## src/hw/rtl/kch_pkg.sv

```systemverilog
// Shared types and constants of the key count hash table.
package kch_pkg;

  // Multiplier of the key hash; only its low table-index bits matter.
  localparam logic [63:0] HASH_MULT = 64'd1099511628211;

  // Width of the slot field of a response.
  localparam int unsigned SLOT_W = 10;

  // One table entry; a zero count marks an empty slot.
  typedef struct packed {
    logic [31:0] dev;
    logic [63:0] ino;
    logic [63:0] count;
  } entry_t;

  typedef enum logic [1:0] {
    ST_CLEAR,
    ST_IDLE,
    ST_HASH,
    ST_CHECK
  } state_e;

endpackage

```

## src/hw/rtl/kch_hash.sv

```systemverilog
// Start slot of a probe sequence, taken from the low bits of the key hash.
module kch_hash #(
  parameter int unsigned TABLE_LOG2 = 10
) (
  input  logic [TABLE_LOG2-1:0] ino_lo_i,
  input  logic [TABLE_LOG2-1:0] dev_lo_i,
  output logic [TABLE_LOG2-1:0] idx_o
);

  localparam logic [TABLE_LOG2-1:0] MultLo = kch_pkg::HASH_MULT[TABLE_LOG2-1:0];

  logic [2*TABLE_LOG2-1:0] prod;

  // The low bits of a 64-bit product depend only on the low bits of its operands.
  assign prod  = {{TABLE_LOG2{1'b0}}, ino_lo_i} * {{TABLE_LOG2{1'b0}}, MultLo};
  assign idx_o = prod[TABLE_LOG2-1:0] ^ dev_lo_i;

endmodule

```

## config.mk

```make
export PLATFORM = sky130hd
export DESIGN_NAME = kch_hash
export DESIGN_NICKNAME = d
export VERILOG_FILES = /design/src/hw/rtl/kch_pkg.sv /design/src/hw/rtl/kch_hash.sv
export SDC_FILE = /design/constraint.sdc
export NUM_CORES = 1
export LEC_CHECK = 0
export BUFFER_PORTS_ARGS = -buffer_cell sky130_fd_sc_hd__buf_4
export CAP_MARGIN = 20
export CORE_MARGIN = 5
export CORE_UTILIZATION = 53
export DETAILED_ROUTE_END_ITERATION = 12
export PLACE_DENSITY = 0.87
export SYNTH_ARGS = -nofsm -noshare
export SYNTH_HDL_FRONTEND = slang
export SYNTH_SLANG_ARGS = --single-unit
```

## constraint.sdc

```tcl
create_clock -name vclk -period 4.3
set_input_delay 0.645 -clock vclk [all_inputs]
set_output_delay 0.645 -clock vclk [all_outputs]
set_load 0.03 [all_outputs]
```

# [Word-level counts from Yosys, hierarchy flattened]
# Index checks and enable logic that the tools add are counted.
[totals] reg_bits=0 input_bits=20 out_inout_bits=10 wordCells=2
[op_classes] n_mul=1 bitwise_logic=1
[ops] operator="10-bit by 9-bit multiplier with 10-bit output (second input constant)" n=1
[ops] operator="10-bit XOR" n=1

# [Depth between registers and ports, before layout]
[logic_depth] ltp_word=2 mapped_depth=12 ltp_nobuf=12

# [Worst setup path after synthesis]
# No wires, ideal clock.
[synth_timing] kind="input -> output" from="input port ino_lo_i[7]" to="output port idx_o[9]" path_buffers=0 path_slack_ns=0.018 arrival_time_ns=3.637 required_time_ns=3.655 cell_stages=10 cell_sequence="ha_1 > inv_1 > fa_1 > inv_1 > fa_1 > fa_1 > xnor2_1 > xnor2_1 > xnor3_1 > xnor2_1"
[synth_between] elab_chain_len=2
[synth_rtl] element="start, declared" line_no="kch_hash.sv:5" text="input logic [TABLE_LOG2-1:0] ino_lo_i,"
[synth_rtl] element="10-bit by 9-bit multiplier with 10-bit output" line_no="kch_hash.sv:15" text="assign prod = {{TABLE_LOG2{1'b0}}, ino_lo_i} * {{TABLE_LOG2{1'b0}}, MultLo};"
[synth_rtl] element="10-bit XOR" line_no="kch_hash.sv:16" text="assign idx_o = prod[TABLE_LOG2-1:0] ^ dev_lo_i;"
[synth_rtl] element="end, declared" line_no="kch_hash.sv:7" text="output logic [TABLE_LOG2-1:0] idx_o"
# Every way passes these cells.

# [Final worst setup path]
[layout_timing] from="input port ino_lo_i[5]" to="output port idx_o[8]"
# The elaborated chain is that of the path after synthesis.

==> summary.md <==
The flow ran to the end, and the final reports show no timing, DRC or antenna violations. The run gives 0 µm² as the area taken by flip-flops and latches. Setup repair after global routing left no endpoint under its margin.

The tools report the share of the core filled with cells as 74.0%. By area the synthesized netlist is led by sky130_fd_sc_hd__ha_1, sky130_fd_sc_hd__fa_1, sky130_fd_sc_hd__xnor2_1. Ranked by instance count, the synthesized netlist is headed by sky130_fd_sc_hd__ha_1, sky130_fd_sc_hd__inv_1, sky130_fd_sc_hd__xnor2_1, sky130_fd_sc_hd__fa_1, sky130_fd_sc_hd__xor2_1. The floorplan die area is 2450 µm². The average cell area after synthesis works out to 9.63 µm².

The detail route stage leaves a number of antenna-violating nets equal to 0. The number of nets in the synthesized netlist is 140. The routability congestion estimate from global placement is 0.808. The internal power was 258 µW; the measured slew at the worst slew-check pin was 0.228 ns. The number of pins exceeding their max-slew limit in the final report came out at 0. The number of global-route vias before repair was 734; the initial antenna violation count was 0. For this run, the detailed router's first-pass iteration total came to 4. Global routing consumed, over all layers together, 15.6% of the routing resources. The overall via count from detail_route was 693; the post-detailed-route DRC marker count was 0. The first routing iteration left 5 violations. In this run the worst hold path is classified as input port to primary output.

The cell repeated most along the worst path was sky130_fd_sc_hd__inv_1. The placeable core region is 1490 µm². The biggest area contributor in the post-synthesis netlist is sky130_fd_sc_hd__ha_1. In the global route stage, met1 resource usage came out at 19.2%.

Dividing the final minimum period by the clock period gives 95.6%. The tools report the met2 usage in global routing as 29.7%. Counting the fill cells in the layout gives 120.

The share of total power dissipated in sequential elements is 0%. The worst setup path is launched from an input port. met2 is the most crowded layer.

Summed over all nets, the switching power comes to 318 µW. Summed over all layers, the routed wires come to 1820 µm. The logs give 1070 µm² for the placement-stage cell area and 0.667 mV for the largest voltage drop on the vdd net. Dividing the detail-routed via count by the number of cells gives 5.25. In the post-synthesis netlist, the cell with the most instances is sky130_fd_sc_hd__ha_1.

In the global route stage, met3 resource usage came out at 1.51%. The analysis attributes to cell leakage a power of 0.000620 µW. For this design the ratio of total power to cell area is 523 nW/µm².

Die span in x: 49.5 µm. Highest cell delay on the worst timing path: 0.55 ns. The critical path goes through buf_4 -> ha_1 -> inv_1 -> fa_1 -> inv_1 -> ha_1 -> inv_1 -> fa_1 -> inv_1 -> ha_4 -> a21o_1 -> a21oi_2 -> xnor2_1 -> buf_4.

During synthesis, Yosys emitted a total of 0 warnings. The residual overflow from global routing was 0. For the critical path data arrival time, the log shows 3.47 ns. The post-synthesis instance area is 828 µm², and the fraction of power spent switching nets is 55.2%. For the share of power burned in the clock network, the log shows 0%.

The net count of the finished layout was 172. Number of endpoints failing setup at the final stage: 0. The setup path with the least slack is of type input port to primary output. The instance count after placement with tap cells included was 132; the minimum clock period was 4.11 ns.

The register area share after synthesis is 0%, and the share of the synthesized area in the top cell type is 37.8%. For this configuration, the core starts out at a cell density of 55.6%. For the number of buffers added to fix hold violations after cts, the log shows 0. Of all nets on the critical path, the largest fanout is 4. In the final routed layout, each cell accounts on average for 13.8 µm. The clock buffers instantiated in the layout total 0. Relative to the synthesized area, the layout overhead comes to 33.1%. The critical path buffer and inverter count was 6. The finished cells cover 1100 µm². Measured against its own limit, the worst slew margin works out to 84.7%. Cells with a size suffix above 1 make up 28.4% of the layout.

For the antenna diode count, the log shows 0. In this run the count of I/O pins placed on the die edge is 30. Setup TNS: 0 ns. The largest individual stage delay along the critical path comes from the cell sky130_fd_sc_hd__fa_1. The tools report the hold violation count in the final report as 0. STA puts the critical path data required time at 3.65 ns.

The number of standard-cell rows in the floorplan was 14. Overall die height: 49.5 µm. The cell family with the largest share of critical-path delay was adder cells.

Max-cap violations in this run came to 0. The first-pass GRT wire length came out at 3170 µm. The tools report the count of flip-flops and latches as 0. Buffers added to address setup during post-CTS repair amount to 0. The worst setup path is captured at a primary output.

The post-DP HPWL was 1720 µm. The post-route non-filler standard cell count is 132, and the portion of total power attributed to combinational logic is 100.0%. The number of input and output port buffers inserted was 30; the gate count of the mapped netlist was 86. The achievable clock frequency was 243 MHz; the post-layout total power was 576 µW. The number of different library cells used by synthesis comes to 10. The tools report the pin count of the biggest net entering global routing as 5.
final timing paths:
check	start	end	cells after the start
worst max-delay path	ino_lo_i[5]	idx_o[8]	14
worst min-delay path	dev_lo_i[5]	idx_o[5]	3
power by group through the flow:
stage                     registers [µW]  logic (µW)  clock network, µW
after floorplan                        0         389                  0
after global placement                 0         535                  0
after detailed placement               0         551                  0
after CTS                              0         548                  0
after global routing                   0         623                  0
final                                  0         576                  0
routing by layer:
layer / up-vias / part of all wire, % / wire (µm)
met5: - / 0 / 0
met4: 0 / 0 / 0
met3: 0 / 4.0 / 72
met2: 16 / 57 / 1030
met1: 345 / 39 / 712
li1: 332 / - / -
per-stage QoR:
step / hold slack (ns) / worst slack [ns]
4_1_cts: 1.58 / 0.0601
2_1_floorplan: 1.46 / 0.0182
6_report: 1.58 / 0.188
5_1_grt: 1.59 / 0.0495
3_5_place_dp: 1.58 / -0.00537
3_3_place_gp: 1.58 / 0.0562
kinds of logic (layout without fill, tap and decap cells):
group | after synthesis | count (layout) | synth area share [%]
adders and majority gates | 34 | 34 | 59.5
xor gates and xnor gates | 22 | 22 | 24.9
buffers and inverters | 22 | 52 | 9.97
AOI/OAI and AO/OA | 5 | 5 | 3.62
and+or+nand+nor | 3 | 3 | 1.96
final cells by class:
type / count / area, µm² / share of cell area (%)
Tap cell: 16 / 20.0 / 1.82
Inverter: 22 / 82.6 / 7.49
Multi-Input combinational cell: 64 / 774 / 70.3
Timing Repair Buffer: 30 / 225 / 20.4
placed cells by master, fill, tap and decap left out:
| cell | n |
|---|---|
| sky130_fd_sc_hd__inv_1 | 22 |
| sky130_fd_sc_hd__a21oi_1 | 2 |
| sky130_fd_sc_hd__xor2_1 | 9 |
| sky130_fd_sc_hd__xnor2_1 | 12 |
| sky130_fd_sc_hd__fa_1 | 9 |
| sky130_fd_sc_hd__a21o_1 | 2 |
| sky130_fd_sc_hd__ha_4 | 2 |
| sky130_fd_sc_hd__ha_1 | 23 |
| sky130_fd_sc_hd__a21oi_2 | 1 |
| sky130_fd_sc_hd__buf_4 | 30 |
| sky130_fd_sc_hd__nand4_1 | 1 |
| sky130_fd_sc_hd__xnor3_1 | 1 |
| sky130_fd_sc_hd__nand3_1 | 2 |
repair_timing:
action	4_1_cts	5_1_grt
pin swaps	1	1
resized for setup	0	3
endpoints found under the setup margin	1	2
Power figures use the tool's default switching activity.
